[src/rtl/julia_escape_time_pixel_core_macros.svh]
// ----------------------------------------------------------------------------
// Julia escape-time pixel core: assertion macros
// Shared concurrent-check macros; define ASSERT_OFF to compile them away.
// ----------------------------------------------------------------------------
`ifndef JULIA_ESCAPE_TIME_PIXEL_CORE_MACROS_SVH
`define JULIA_ESCAPE_TIME_PIXEL_CORE_MACROS_SVH
`ifndef ASSERT_OFF
// Same-cycle implication, disabled during reset
`define JET_ASSERT_IMPLY(lbl, clk, rst_n, ante, cons) \
    lbl: assert property (@(posedge clk) disable iff (!rst_n) (ante) |-> (cons)) \
        else $error("jet: same-cycle check failed");
// Next-cycle implication, disabled during reset
`define JET_ASSERT_NEXT(lbl, clk, rst_n, ante, cons) \
    lbl: assert property (@(posedge clk) disable iff (!rst_n) (ante) |=> (cons)) \
        else $error("jet: next-cycle check failed");
`else
`define JET_ASSERT_IMPLY(lbl, clk, rst_n, ante, cons)
`define JET_ASSERT_NEXT(lbl, clk, rst_n, ante, cons)
`endif
`endif

[src/rtl/jet_pkg.sv]
// ----------------------------------------------------------------------------
// Julia escape-time pixel core: shared package
// Field widths, register indexes, configuration bundle and the command and
// status groups between controller and datapath.
// ----------------------------------------------------------------------------
package jet_pkg;

    localparam int PIX_W      = 10;
    localparam int WIN_W      = 28;
    localparam int CONST_W    = 27;
    localparam int LIMIT_W    = 10;
    localparam int GAIN_W     = 16;
    localparam int COLOR_W    = 32;
    localparam int CFG_IDX_W  = 3;
    localparam int CFG_DATA_W = 32;

    // Derived arithmetic widths
    localparam int SPAN_W = WIN_W + 1;
    localparam int PROD_W = PIX_W + SPAN_W;
    localparam int MAP_W  = PROD_W + 2;
    localparam int NSQ_W  = 2 * LIMIT_W;

    // Register reset values that do not depend on the fraction width
    localparam logic [LIMIT_W-1:0] LIMIT_RST = LIMIT_W'(250);
    localparam logic [GAIN_W-1:0]  GAIN_RST  = GAIN_W'(265);

    typedef enum logic [CFG_IDX_W-1:0] {
        CFG_RE_MIN = 3'd0,
        CFG_RE_MAX = 3'd1,
        CFG_IM_MIN = 3'd2,
        CFG_IM_MAX = 3'd3,
        CFG_C_RE   = 3'd4,
        CFG_C_IM   = 3'd5,
        CFG_LIMIT  = 3'd6,
        CFG_GAIN   = 3'd7
    } cfg_idx_t;

    typedef struct packed {
        logic [WIN_W-1:0]   re_min;
        logic [WIN_W-1:0]   re_max;
        logic [WIN_W-1:0]   im_min;
        logic [WIN_W-1:0]   im_max;
        logic [CONST_W-1:0] c_re;
        logic [CONST_W-1:0] c_im;
        logic [LIMIT_W-1:0] limit;
        logic [GAIN_W-1:0]  gain;
    } cfg_t;

    // Source of the final iteration count
    typedef enum logic [1:0] {
        N_ZERO = 2'd0,
        N_ITER = 2'd1,
        N_PREV = 2'd2
    } n_sel_t;

    typedef struct packed {
        logic   in_load;
        logic   span;
        logic   div_start;
        logic   init;
        logic   step;
        logic   n_load;
        n_sel_t n_sel;
        logic   n_square;
        logic   out_load;
    } dp_cmd_t;

    typedef struct packed {
        logic div_idle;
        logic big;
        logic sq_esc;
        logic box_esc;
        logic at_limit;
    } dp_status_t;

endpackage

[src/rtl/jet_ctrl.sv]
// ----------------------------------------------------------------------------
// Julia escape-time pixel core: controller
// Sequences one pixel through span set-up, mapping division, iteration and
// colour, and owns the request handshakes and the output valid flag.
// ----------------------------------------------------------------------------
`include "julia_escape_time_pixel_core_macros.svh"

module jet_ctrl
    import jet_pkg::*;
(
    input  logic       clk,
    input  logic       rst_n,
    input  logic       in_valid,
    output logic       in_ready,
    output logic       out_valid,
    input  logic       out_ready,
    input  dp_status_t status,
    output dp_cmd_t    cmd
);

    typedef enum logic [7:0] {
        S_IDLE  = 8'b0000_0001,
        S_SPAN  = 8'b0000_0010,
        S_PROD  = 8'b0000_0100,
        S_DIV   = 8'b0000_1000,
        S_START = 8'b0001_0000,
        S_ITER  = 8'b0010_0000,
        S_SQ    = 8'b0100_0000,
        S_GAIN  = 8'b1000_0000
    } state_t;

    state_t state_reg, state_next;
    logic   out_valid_reg, out_valid_next;

    // Next state and datapath commands
    always_comb
    begin
        state_next = state_reg;
        cmd        = '0;
        cmd.n_sel  = N_ZERO;
        case (state_reg)
            S_IDLE:
            begin
                if (in_valid)
                begin
                    cmd.in_load = 1'b1;
                    state_next  = S_SPAN;
                end
            end
            S_SPAN:
            begin
                cmd.span   = 1'b1;
                state_next = S_PROD;
            end
            S_PROD:
            begin
                cmd.div_start = 1'b1;
                state_next    = S_DIV;
            end
            S_DIV:
            begin
                if (status.div_idle)
                    state_next = S_START;
            end
            S_START:
            begin
                cmd.init = 1'b1;
                if (status.big)
                begin
                    cmd.n_load = 1'b1;
                    cmd.n_sel  = N_ZERO;
                    state_next = S_SQ;
                end
                else
                    state_next = S_ITER;
            end
            S_ITER:
            begin
                if (status.sq_esc)
                begin
                    cmd.n_load = 1'b1;
                    cmd.n_sel  = N_PREV;
                    state_next = S_SQ;
                end
                else if (status.at_limit)
                begin
                    cmd.n_load = 1'b1;
                    cmd.n_sel  = N_ZERO;
                    state_next = S_SQ;
                end
                else if (status.box_esc)
                begin
                    cmd.n_load = 1'b1;
                    cmd.n_sel  = N_ITER;
                    state_next = S_SQ;
                end
                else
                    cmd.step = 1'b1;
            end
            S_SQ:
            begin
                cmd.n_square = 1'b1;
                state_next   = S_GAIN;
            end
            S_GAIN:
            begin
                if (!out_valid_reg || out_ready)
                begin
                    cmd.out_load = 1'b1;
                    state_next   = S_IDLE;
                end
            end
            default:
                state_next = S_IDLE;
        endcase
    end

    // Raise on load, drop once the result request is taken
    always_comb
    begin
        if (cmd.out_load)
            out_valid_next = 1'b1;
        else if (out_ready)
            out_valid_next = 1'b0;
        else
            out_valid_next = out_valid_reg;
    end

    always_ff @(posedge clk or negedge rst_n)
    begin
        if (!rst_n)
        begin
            state_reg     <= S_IDLE;
            out_valid_reg <= 1'b0;
        end
        else
        begin
            state_reg     <= state_next;
            out_valid_reg <= out_valid_next;
        end
    end

    assign in_ready  = (state_reg == S_IDLE);
    assign out_valid = out_valid_reg;

    // A new result never overwrites one still waiting
    `JET_ASSERT_IMPLY(a_no_overwrite, clk, rst_n, cmd.out_load, !out_valid_reg || out_ready)
    // An accepted request moves straight on to span set-up
    `JET_ASSERT_NEXT(a_accept_span, clk, rst_n, in_valid && in_ready, state_reg == S_SPAN)
    // Starting the dividers makes them busy in the next cycle
    `JET_ASSERT_NEXT(a_div_runs, clk, rst_n, cmd.div_start, !status.div_idle)

endmodule

[config.mk]
export PLATFORM = sky130hd
export DESIGN_NAME = jet_ctrl
export DESIGN_NICKNAME = d
export VERILOG_FILES = /design/src/rtl/jet_pkg.sv /design/src/rtl/jet_ctrl.sv
export VERILOG_INCLUDE_DIRS = /design/src /design/src/rtl
export SDC_FILE = /design/constraint.sdc
export NUM_CORES = 1
export LEC_CHECK = 0
export BUFFER_PORTS_ARGS = -buffer_cell sky130_fd_sc_hd__buf_4
export CAP_MARGIN = 10
export CORE_AREA = 2 2 39 41
export CTS_CLUSTER_DIAMETER = 120
export DETAILED_ROUTE_END_ITERATION = 8
export DIE_AREA = 0 0 41 43
export PLACE_DENSITY_LB_ADDON = 0.3
export SYNTH_ARGS = -nofsm -noshare
export SYNTH_HDL_FRONTEND = slang
export SYNTH_SLANG_ARGS = --single-unit
[constraint.sdc]
create_clock -name clk -period 2.4 [get_ports clk]
set_input_delay 0.12 -clock clk [delete_from_list [all_inputs] [get_ports clk]]
set_output_delay 0.12 -clock clk [all_outputs]
set_load 0.01 [all_outputs]
==> results of run 1 <==
## Yosys cell counts
cell and count:
inv_1 3, nand3_1 5, nand3b_1 1, a21oi_1 3
dfstp_2 1, o211ai_1 1, and3_1 1, o41ai_2 1
nand2_1 4, nor4_4 2, dfrtp_1 8, nor2_1 8
and4b_1 3, buf_4 1, xor2_1 1, nor2b_1 6
nor4b_2 1, and2_1 2, nand2b_1 4, nor3_1 1
o21ai_1 1, nand4_1 3, nand4b_1 2
## worst reg2reg max path, stage by stage, from the launching register on
cell and delay (ns):
dfrtp_1 0.46, nor4_4 0.47, nand4b_1 0.22, nand4_1 0.19, o41ai_2 0.09
## power by group
part	internal (W)	switching, W	total [W]
Combinational	0.000153	0.000162	0.000315
Clock	0.0000643	0.0000568	0.000121
Sequential	0.000187	0.0000495	0.000236
Total	0.000404	0.000268	0.000673
## cell type report
class | instances | share of cell area [%]
Timing Repair Buffer | 21 | 20.4
Clock buffer | 4 | 3.35
Multi-Input combinational cell | 50 | 43.4
Tap cell | 16 | 2.55
Inverter | 3 | 1.44
Sequential cell | 9 | 28.9
## cell families (layout without fill, tap and decap cells)
group / Yosys count / in the layout
compound gates: 6 / 6
xor+xnor: 1 / 1
buf+inv: 4 / 28
flops: 9 / 9
simple gates: 43 / 43
## final timing paths
kind | start | cells past startpoint | slack [ns] | to
worst max register to register | state_reg[3] | 4 | 0.90 | state_reg[0]
worst min-delay path | status[3] | 2 | 0.05 | state_reg[5]
min in group asynchronous | rst_n | 2 | 0.21 | state_reg[3]
worst max-delay path | state_reg[7] | 4 | 0.52 | cmd[2]
worst min register to register | state_reg[6] | 2 | 0.65 | state_reg[7]
max in group asynchronous | rst_n | 2 | 1.98 | state_reg[0]
## metal layers
layer	vias up	global-route usage (%)	wire length (um)
li1	272	-	-
met1	260	25.2	569
met2	13	26.3	648
met3	5	7.85	76
met4	0	12.0	36
met5	-	0	0
## repair_timing
action,CTS,global route
hold buffers,1,0
endpoints found under the setup margin,0,0
hold endpoints to repair,9,0
## metrics by stage
step                total power (W)  hold WS, ns  worst slack [ns]
floorplan                  0.000448       -0.176             0.962
global placement           0.000548      -0.0500             0.847
detailed placement         0.000552      -0.0507             0.806
CTS                        0.000683       0.0328             0.489
global route               0.000719       0.0378             0.369
finish                     0.000673       0.0490             0.522
==> metrics list, run 1 <==
- Run status: finished clean
- Net count of the mapped netlist: 72
- Proportion of layout cells with a drive suffix above 1: 32.2%
- For this run, design rule violations remaining after detail routing come to 0.
- Area leader, netlist: dfrtp_1
- Unrepaired setup endpoints after global routing: no
- Number of buffers inserted by port buffering: 20
- The critical path in this run is classified as flop to primary output.
- Once the floorplan was initialized, standard cells occupied 42.3% of the core.
* Placed cell count: 98
- Once detail routing completed, the nets flagged for antenna violations numbered 0.
- Total vias in the final route: 550
- Leftover overflow at the end of global routing: 0
* Placement Rows: 14
- The count of final max-slew check failures is 0.
- Number of buffers created by CTS: 3
- After synthesis, the largest family of logic cells by area is simple AND/OR/NAND/NOR gates.
- First DRT Iteration DRCs: 13
- Largest fanout of any net on the critical path: 9
* Num ports: 21
- In this run the deepest clock path goes through 2 buffers.
* GRT Overall Usage: 19.6%
- The average instance in the mapped netlist occupies 9.29 sq um.
- Clock net sink count: 9
- Initial antenna violation count: 0
- The net count of the finished layout is 97.
- Final WL: 1330 um
- The region available for standard cell placement spans 1380 sq um.
- Top-area cell type share of the netlist area: 34.2%
* Wire length of the first global-routing pass: 2240 um
* Area of all placed cells without fillers: 785 sq um
* Cell with the largest stage delay on the worst path: nor4_4
- Pin count of the biggest net entering global routing: 10
* Post-synthesis instance area: 586 sq um
* Post-synthesis xor/xnor area fraction: 1.50%
- Final setup viols: 0
- By area the synthesized netlist is led by dfrtp_1 34%, nor4_4 7.3%, nor2b_1 6.4%, and4b_1 5.1%, nor2_1 5.1%.
* Synth Area in Compound Gates: 7.48%
- From left edge to right edge, the die measures 41 um.
* Layout filler cell count: 140
- The number of buffers and inverters on the critical path is 1.
- Share of synthesized cell area in and, or, nand and nor gates: 49.1%
- On the final layout, the worst clock skew is 0.000904 ns.
- Max Fclk: 532 MHz
* Setup repair bufs after CTS: 0
- The worst pin sits at a relative slew slack of 69.8%.
- The worst path in the final design needs a cycle of 1.88 ns, including I/O delays and setup.
- The count of cells in the finished layout, fillers not included, comes to 103.
* Worst min path class: input pin to flop
* Fraction of synthesized area in multiplexers: 0%
- During synthesis, Yosys emitted a total of 0 warnings.
- Summed negative setup slack over all endpoints: 0 ns
- On the worst path, the slowest cell contributes a delay of 0.49 ns.
- In the final layout, the multi-input gates occupy 340 sq um.
- Detail-routed via count per cell: 5.34
- Proportion of synthesized chip area in sequential cells: 38.7%
- The analysis attributes to cell leakage a power of 0.402 nW.
- The placed instances occupy a cell area of 748 sq um.
- Measured along the y axis, the die boundary spans 43 um.
* Sequential standard cell area: 226 sq um
- After layout, the worst path uses 78.3% of the clock period.
* Cell-by-cell listing of the critical path: nor4_4 -> nand3_1 -> nor4b_2 -> buf_4
- Grouping stages by cell kind, the critical path spends the most delay in simple AND/OR/NAND/NOR gates.
* Latest clock arrival within the worst-skew pair: 0.27 ns
- TritonCTS clock tree: built
- The total count of hold-check failures in the final report came to 0.
- Of the total synthesized cell area, the portion taken by full adders, half adders and majority gates is 0%.
- CTS built an H-tree with a depth of 1.
- In the final routed layout, each cell accounts on average for 12.9 um.
- Final core area utilization: 56.7%
- Total inserted antenna cells: 0
- Post-CTS repair changed the size of 0 cells.
- STA classifies the critical path startpoint as a flop.
* Length of the first detailed-routing pass in iterations: 4
- The via count of the first global-routing pass came to 527.
- For the pin with the worst max-slew slack, the measured transition is 0.449 ns.
- The tree is rooted in a clkbuf_4.
- At the end of routability-driven placement, the weighted congestion stood at 0.832.
- Die area: 1760 sq um
- Power spread over the standard cell area amounts to 857 nW/um^2.
* Number of unique standard cell types used by synthesis: 23
- The HPWL after detailed placement is 1040 um.
- For the worst setup path, the data arrival time is 1.76 ns.
- The library cell used most frequently in the layout, excluding fill and tap cells, is buf_4.
- Commonest cells after routing, fill and taps aside: 20 x buf_4, 8 x nor2_1, 8 x dfrtp_1
- Data on the critical path is required at its endpoint by 2.28 ns.
- Max-cap violations in this run came to 0.
- Post-Synthesis Cells: 63
- The worst setup path is captured at a primary output.
- Largest voltage drop on the vdd net: 600 uV
- Number of flip-flops in the largest register: 8
- Clock-pin slew was measured on the worst setup and hold paths at 0.06 ns.
- Layout overhead on the synthesized area: 34.0%
* Total of flip-flops plus latches after synthesis: 9
Power figures use the tool's default switching activity.
==> run 2, diff against run 1 <==
--- a/config.mk
+++ b/config.mk
@@ -8,10 +8,9 @@
 export LEC_CHECK = 0
 export BUFFER_PORTS_ARGS = -buffer_cell sky130_fd_sc_hd__buf_4
 export CAP_MARGIN = 10
-export CORE_AREA = 2 2 39 41
+export CORE_UTILIZATION = 42
 export CTS_CLUSTER_DIAMETER = 120
 export DETAILED_ROUTE_END_ITERATION = 8
-export DIE_AREA = 0 0 41 43
 export PLACE_DENSITY_LB_ADDON = 0.3
 export SYNTH_ARGS = -nofsm -noshare
 export SYNTH_HDL_FRONTEND = slang
==> constraint.sdc (replaced) <==
create_clock -name clk -period 1.7 [get_ports clk]
set_input_delay 0.085 -clock clk [delete_from_list [all_inputs] [get_ports clk]]
set_output_delay 0.085 -clock clk [all_outputs]
set_load 0.01 [all_outputs]
==> metrics list, run 2 (same netlist as run 1, synthesis figures left out) <==
- GRT Overall Usage: 22.3%
- Die Width: 39.3 um
- Largest fanout of any net on the critical path: 5
- Max Fclk: 577 MHz
- Clock tree synthesis selected as its root buffer the cell clkbuf_4.
- Measured along the y axis, the die boundary spans 39.3 um.
* Length of the first detailed-routing pass in iterations: 4
- Crit path launch type: flop
* Vias in the first global route: 545
- Power spread over the standard cell area amounts to 1370 nW/um^2.
- Initial antenna violation count: 0
- Average wire per standard cell: 14.4 um
* Final worst slack: -0.0319 ns
- Switching power summed over all nets: 0.000472 W
- Number of buffers created by CTS: 3
- The endpoint identified for the worst register-to-register timing path is state_reg[4].
* First DRT Iteration DRCs: 15
* Drt drc: 0
- Launch point of the critical path: state_reg[2]
- Layout filler cell count: 110
- Effective utilization at floorplan: 45.0%
- The critical path crosses 4 cells after its start point.
- Setup violations remaining at the end of the flow were counted as 2.
- Seq pwr share: 25.9%
- Relative to the synthesized area, the layout overhead comes to 56.2%.
- For the pin with the worst max-slew slack, the measured transition is 0.344 ns.
- Unrepaired setup endpoints after global routing: yes
* Final WL: 1630 um
* Category of the most critical setup path: flop to primary output
* Post-route insts no fill: 113
- The final layout contains 108 nets.
* Number of flip-flops in the largest register: 8
* Placement Rows: 13
- Internal power summed over all cells: 0.000784 W
* Proportion of layout cells with a drive suffix above 1: 49.0%
- The routed layout has 616 vias.
- Max-cap violations in this run came to 0.
- Critical path's largest stage delay: 0.45 ns
* Maximum count of clock buffers along a single path: 2
- Final core area utilization: 70.3%
- Worst path buffer plus inverter count: 2
- Detail-routed via count per cell: 5.45
- The worst pin sits at a relative slew slack of 77.0%.
- Cells on worst reg2reg path: 6
- The first global-routing pass estimated 2260 um of wire.
- The routed design could run at a clock period as short as 1.73 ns.
- Clock input transition at the sequential cells of the worst setup and hold paths: 0.06 ns
- The die covers 1550 sq um.
* Latest clock arrival within the worst-skew pair: 0.27 ns
* Combinational share of power: 60.8%
* Post-route antenna net violation count: 0
* DPL Wire Length: 1090 um
* Placer Congestion: 0.767
- Commonest non-fill, non-tap cell in the layout: buf_4
- Setup slack on the worst reg-to-reg path comes out at 0.07 ns.
- Worst min path class: input pin to flop
- Total inserted antenna cells: 0
- Min Hold Slack: 0.0550 ns
- Violated checks: setup timing
- Buffers placed on the I/O ports in this run total 20.
- Hold violation total from the final report: 0
* Data arrival, critical path: 1.65 ns
- Worst setup path end: cmd[8]
- Crit-path leading delay family: simple AND/OR/NAND/NOR gates
- In the layout the commonest cells are 28 x buf_4, 6 x nor2_1, 6 x dfrtp_1.
* Part of the power in the clock network: 13.3%
* Cell-by-cell listing of the critical path: nor4_4 -> buf_4 -> and4b_1 -> buf_6
- Global routing finished with a remaining overflow of 0.
* Run status: finished with violations
- During I/O placement, the number of pins put on the boundary was 21.
* H-tree depth: 1
- Counting every sink on the clock net gives 9.
- The count of final max-slew check failures was 0.
* Crit end category: primary output
* Tcrit/Tclk final: 102%
- Clock tree skew after final layout: 0.00644 ns
* Worst slack, placed: 0.147 ns
* Cell with the largest stage delay on the worst path: dfrtp_2
* TritonCTS clock tree: built
* Largest voltage drop on the vdd net: 866 uV
- Summed over all cells, the static leakage comes to 0.452 nW.
- Placed cell count: 98
- After floorplanning, the core was sized to cover 1300 sq um.
- Entering global routing, the biggest net connects 10 pins.
* Reg2reg start: state_reg[2]
- Data on the critical path is required at its endpoint by 1.62 ns.
- Switching fraction of total power: 37.6%
==> run 2: cell types whose count changed in the layout (fill, tap and decap cells not counted), sizes merged <==
cell / change
dlygate4sd3: +1
buf: +10
==> run 2: worst min path at each step <==
stage	startpoint	to	slack, ns	cells after the start
after floorplan	rst_n	out_valid	-0.21	0
after global placement	rst_n	state_reg[2]	-0.09	1
after detailed placement	rst_n	state_reg[4]	-0.09	1
after CTS	in_valid	state_reg[1]	0.06	2
after global routing	in_valid	state_reg[1]	0.06	2
final	in_valid	state_reg[1]	0.05	2
==> run 2: timing repair <==
| action | 4_1_cts | 5_1_grt |
|---|---|---|
| gates resized for setup | 3 | 11 |
| hold endpoints to repair | 10 | 0 |
| pin swaps | 3 | 9 |
| buffers inserted | 3 | 6 |
| endpoints found under the setup margin | 4 | 7 |
| hold buffers | 2 | 0 |
==> run 2: final cells by class <==
cell class | instances | area, sq um | area share [%]
Inverter | 3 | 11.3 | 1.23
Timing Repair Buffer | 32 | 253 | 27.6
Multi-Input combinational cell | 50 | 377 | 41.2
Clock buffer | 4 | 26.3 | 2.87
Sequential cell | 9 | 229 | 25.0
Tap cell | 15 | 18.8 | 2.05
==> run 2: power by group through the flow <==
stage	Combinational, W	Clock [W]	Sequential (W)
after floorplan	0.000313	0	0.000319
after global placement	0.000459	0	0.000331
after detailed placement	0.000474	0	0.000334
after CTS	0.000560	0.000167	0.000333
after global routing	0.000808	0.000179	0.000330
final	0.000763	0.000167	0.000326
==> run 2: stage by stage <==
step / TNS [ns] / area (sq um) / total power, W
floorplan: 0 / 586 / 0.000632
global placement: 0 / 754 / 0.000790
detailed placement: 0 / 754 / 0.000808
CTS: -0.00111 / 830 / 0.00106
global route: -0.369 / 915 / 0.00132
finish: -0.0352 / 915 / 0.00126
==> run 2: layer usage <==
metal / up-vias / wire length [um] / global-route usage [%] / part of all wire (%)
met2: 18 / 819 / 39.2 / 50
met3: 6 / 83 / 8.52 / 5.1
met5: - / 0 / 0 / 0
met4: 0 / 29 / 5.17 / 1.8
li1: 298 / - / - / -
met1: 294 / 697 / 25.0 / 43
==> run 3, diff against run 2 <==
--- a/config.mk
+++ b/config.mk
@@ -8,9 +8,10 @@
 export LEC_CHECK = 0
 export BUFFER_PORTS_ARGS = -buffer_cell sky130_fd_sc_hd__buf_4
 export CAP_MARGIN = 10
-export CORE_UTILIZATION = 42
+export CORE_AREA = 2 2 39 41
 export CTS_CLUSTER_DIAMETER = 120
 export DETAILED_ROUTE_END_ITERATION = 8
+export DIE_AREA = 0 0 41 43
 export PLACE_DENSITY_LB_ADDON = 0.3
 export SYNTH_ARGS = -nofsm -noshare
 export SYNTH_HDL_FRONTEND = slang
==> constraint.sdc (replaced) <==
create_clock -name clk -period 1.6 [get_ports clk]
set_input_delay 0.08 -clock clk [delete_from_list [all_inputs] [get_ports clk]]
set_output_delay 0.08 -clock clk [all_outputs]
set_load 0.01 [all_outputs]
==> metrics list, run 3 (same netlist as run 1, synthesis figures left out) <==
- Counting tap cells, the placed design contains a total of 99 instances.
- The signal on the critical path passes through nor4_4 -> buf_4 -> and3_4 -> and2_4 -> buf_6.
- For this run, the post-layout net count is 112.
- Latest clock arrival within the worst-skew pair: 0.25 ns
- During I/O placement, the number of pins put on the boundary was 21.
* Pin count of the biggest net entering global routing: 10
* Length of the first detailed-routing pass in iterations: 5
* Placement Rows: 14
- Max Fclk: 592 MHz
* Crit path launch type: flop
* Number of buffers created by CTS: 3
- Commonest cells after routing, fill and taps aside: 31 x buf_4, 6 x nor2_1, 5 x nor2b_1, 5 x dfrtp_1, 4 x nand2b_1
* Worst path buffer plus inverter count: 2
- Total inserted antenna cells: 0
- The worst-case IR drop observed on VDD is 1380 uV.
* Post-route insts no fill: 118
- Critical path's largest stage delay: 0.43 ns
- GRT Overall Usage: 19.5%
* Commonest non-fill, non-tap cell in the layout: buf_4
* Run status: finished with violations
- Floorplan core area: 1380 sq um
* Final Power: 0.00135 W
- The initial utilization of the core area, before any placement, comes to 42.3%.
- After detailed routing, the average wire length per cell comes to 14.0 um.
* CP Data Required Time: 1.52 ns
* Clock tree skew after final layout: 0.000635 ns
* Maximum count of clock buffers along a single path: 2
- Leftover overflow at the end of global routing: 0
- Count of max-cap constraint violations: 0
- Unrepaired setup endpoints after global routing: yes
- For the pin with the worst max-slew slack, the measured transition is 0.313 ns.
- Clock tree synthesis found a total of 9 sinks.
- Summing over every cut layer, the via total after detailed routing is 607.
* Tcrit/Tclk final: 106%
- H-tree depth: 1
- In this run the remaining antenna-violating nets after routing total 0.
* Final setup viols: 6
- After the first detailed-routing iteration, the DRC count stood at 11.
- Die area: 1760 sq um
* DPL Wire Length: 1030 um
* Hold violation total from the final report: 0
- Wires add up to 1660 um.
* Number of buffers inserted by port buffering: 20
- Wire length of the first global-routing pass: 2250 um
- Subtracting the final worst setup slack from the clock period gives 1.69 ns.
* Min-Delay Startpoint: in_valid
- The initial antenna violation count is 0.
* Clock input transition at the sequential cells of the worst setup and hold paths: 0.06 ns
- Violated checks: setup timing
- Detail-routed via count per cell: 5.14
- By startpoint and endpoint, the worst setup path is classified as flop to primary output.
- The worst setup path is captured at a primary output.
* Slew headroom: 78.9%
- Broken down by cell family, the worst path's largest delay share belongs to simple AND/OR/NAND/NOR gates.
- TritonCTS built the clock tree.
* Root Buffer: clkbuf_4
* Drt drc: 0
- The via count of the first global-routing pass came to 514.
* Die Width: 41 um
- Layout overhead on the synthesized area: 62.8%
* Number of pins exceeding their max-slew limit in the final report: 0
* Launch point of the critical path: state_reg[2]
* Pleak: 0.477 nW
- Placer Congestion: 0.815
- Overall die height: 43 um
- In this run the worst path has a maximum fanout of 3.
- Reg2reg start: state_reg[0]
- The register with the most flip-flops in the layout has 8 of them.
- The slowest stage of the critical path is the dfrtp_2 cell.
* Data arrival, critical path: 1.61 ns
* Proportion of layout cells with a drive suffix above 1: 54.9%
- For this design the ratio of total power to cell area is 1410 nW/um^2.
- The path class of the tightest hold or removal check is input pin to flop.
* Final worst slack: -0.0901 ns
==> run 3: through the flow <==
stage               hold WS [ns]  util, %  setup WS (ns)  setup TNS [ns]  instance area (sq um)
floorplan                 -0.216        -          0.202               0                    586
global placement         -0.0908     54.6         0.0973               0                    756
detailed placement       -0.0906     54.6         0.0450               0                    756
CTS                      0.00727     61.7        -0.0467         -0.0990                    853
global route              0.0479     68.9         -0.174           -1.40                    953
finish                    0.0561     68.9        -0.0901          -0.306                    953
==> run 3: final cells by class <==
| cell class | instances | area [sq um] |
|---|---|---|
| well taps | 16 | 20.0 |
| fillers | 107 | 430 |
| flip-flops and latches | 9 | 230 |
| multi-input cells | 50 | 379 |
| clock buffers | 4 | 26.3 |
| repair buffers | 36 | 287 |
| inverters | 3 | 11.3 |
==> run 3: final timing paths <==
| check | endpoint | slack [ns] | depth (start not counted) |
|---|---|---|---|
| hold reg to reg | state_reg[4] | 0.64 | 3 |
| setup reg to reg | state_reg[0] | 0.02 | 6 |
| min in group asynchronous | state_reg[7] | 0.18 | 2 |
| setup / recovery | cmd[9] | -0.09 | 5 |
| max in group asynchronous | state_reg[0] | 1.21 | 2 |
| hold / removal | state_reg[1] | 0.06 | 2 |
==> run 3: timing repair <==
action	CTS	global route
gates cloned	0	0
setup buffers	7	7
hold buffers	1	1
pin swaps	5	5
endpoints found under the hold margin	9	1
setup endpoints to repair	9	12
gates resized for setup	3	15
==> run 3: where the power goes <==
| part | switching, W | internal (W) | leakage (nW) | total [W] |
|---|---|---|---|---|
| logic | 0.000355 | 0.000473 | 0.345 | 0.000828 |
| clock network | 0.0000736 | 0.0000957 | 0.0150 | 0.000169 |
| registers | 0.0000689 | 0.000283 | 0.116 | 0.000352 |
==> run 3: metal layers <==
metal	GRT usage (%)	routed length [um]
met1	25.0	717
met4	6.00	0
met5	0	0
met2	28.1	866
met3	9.42	73
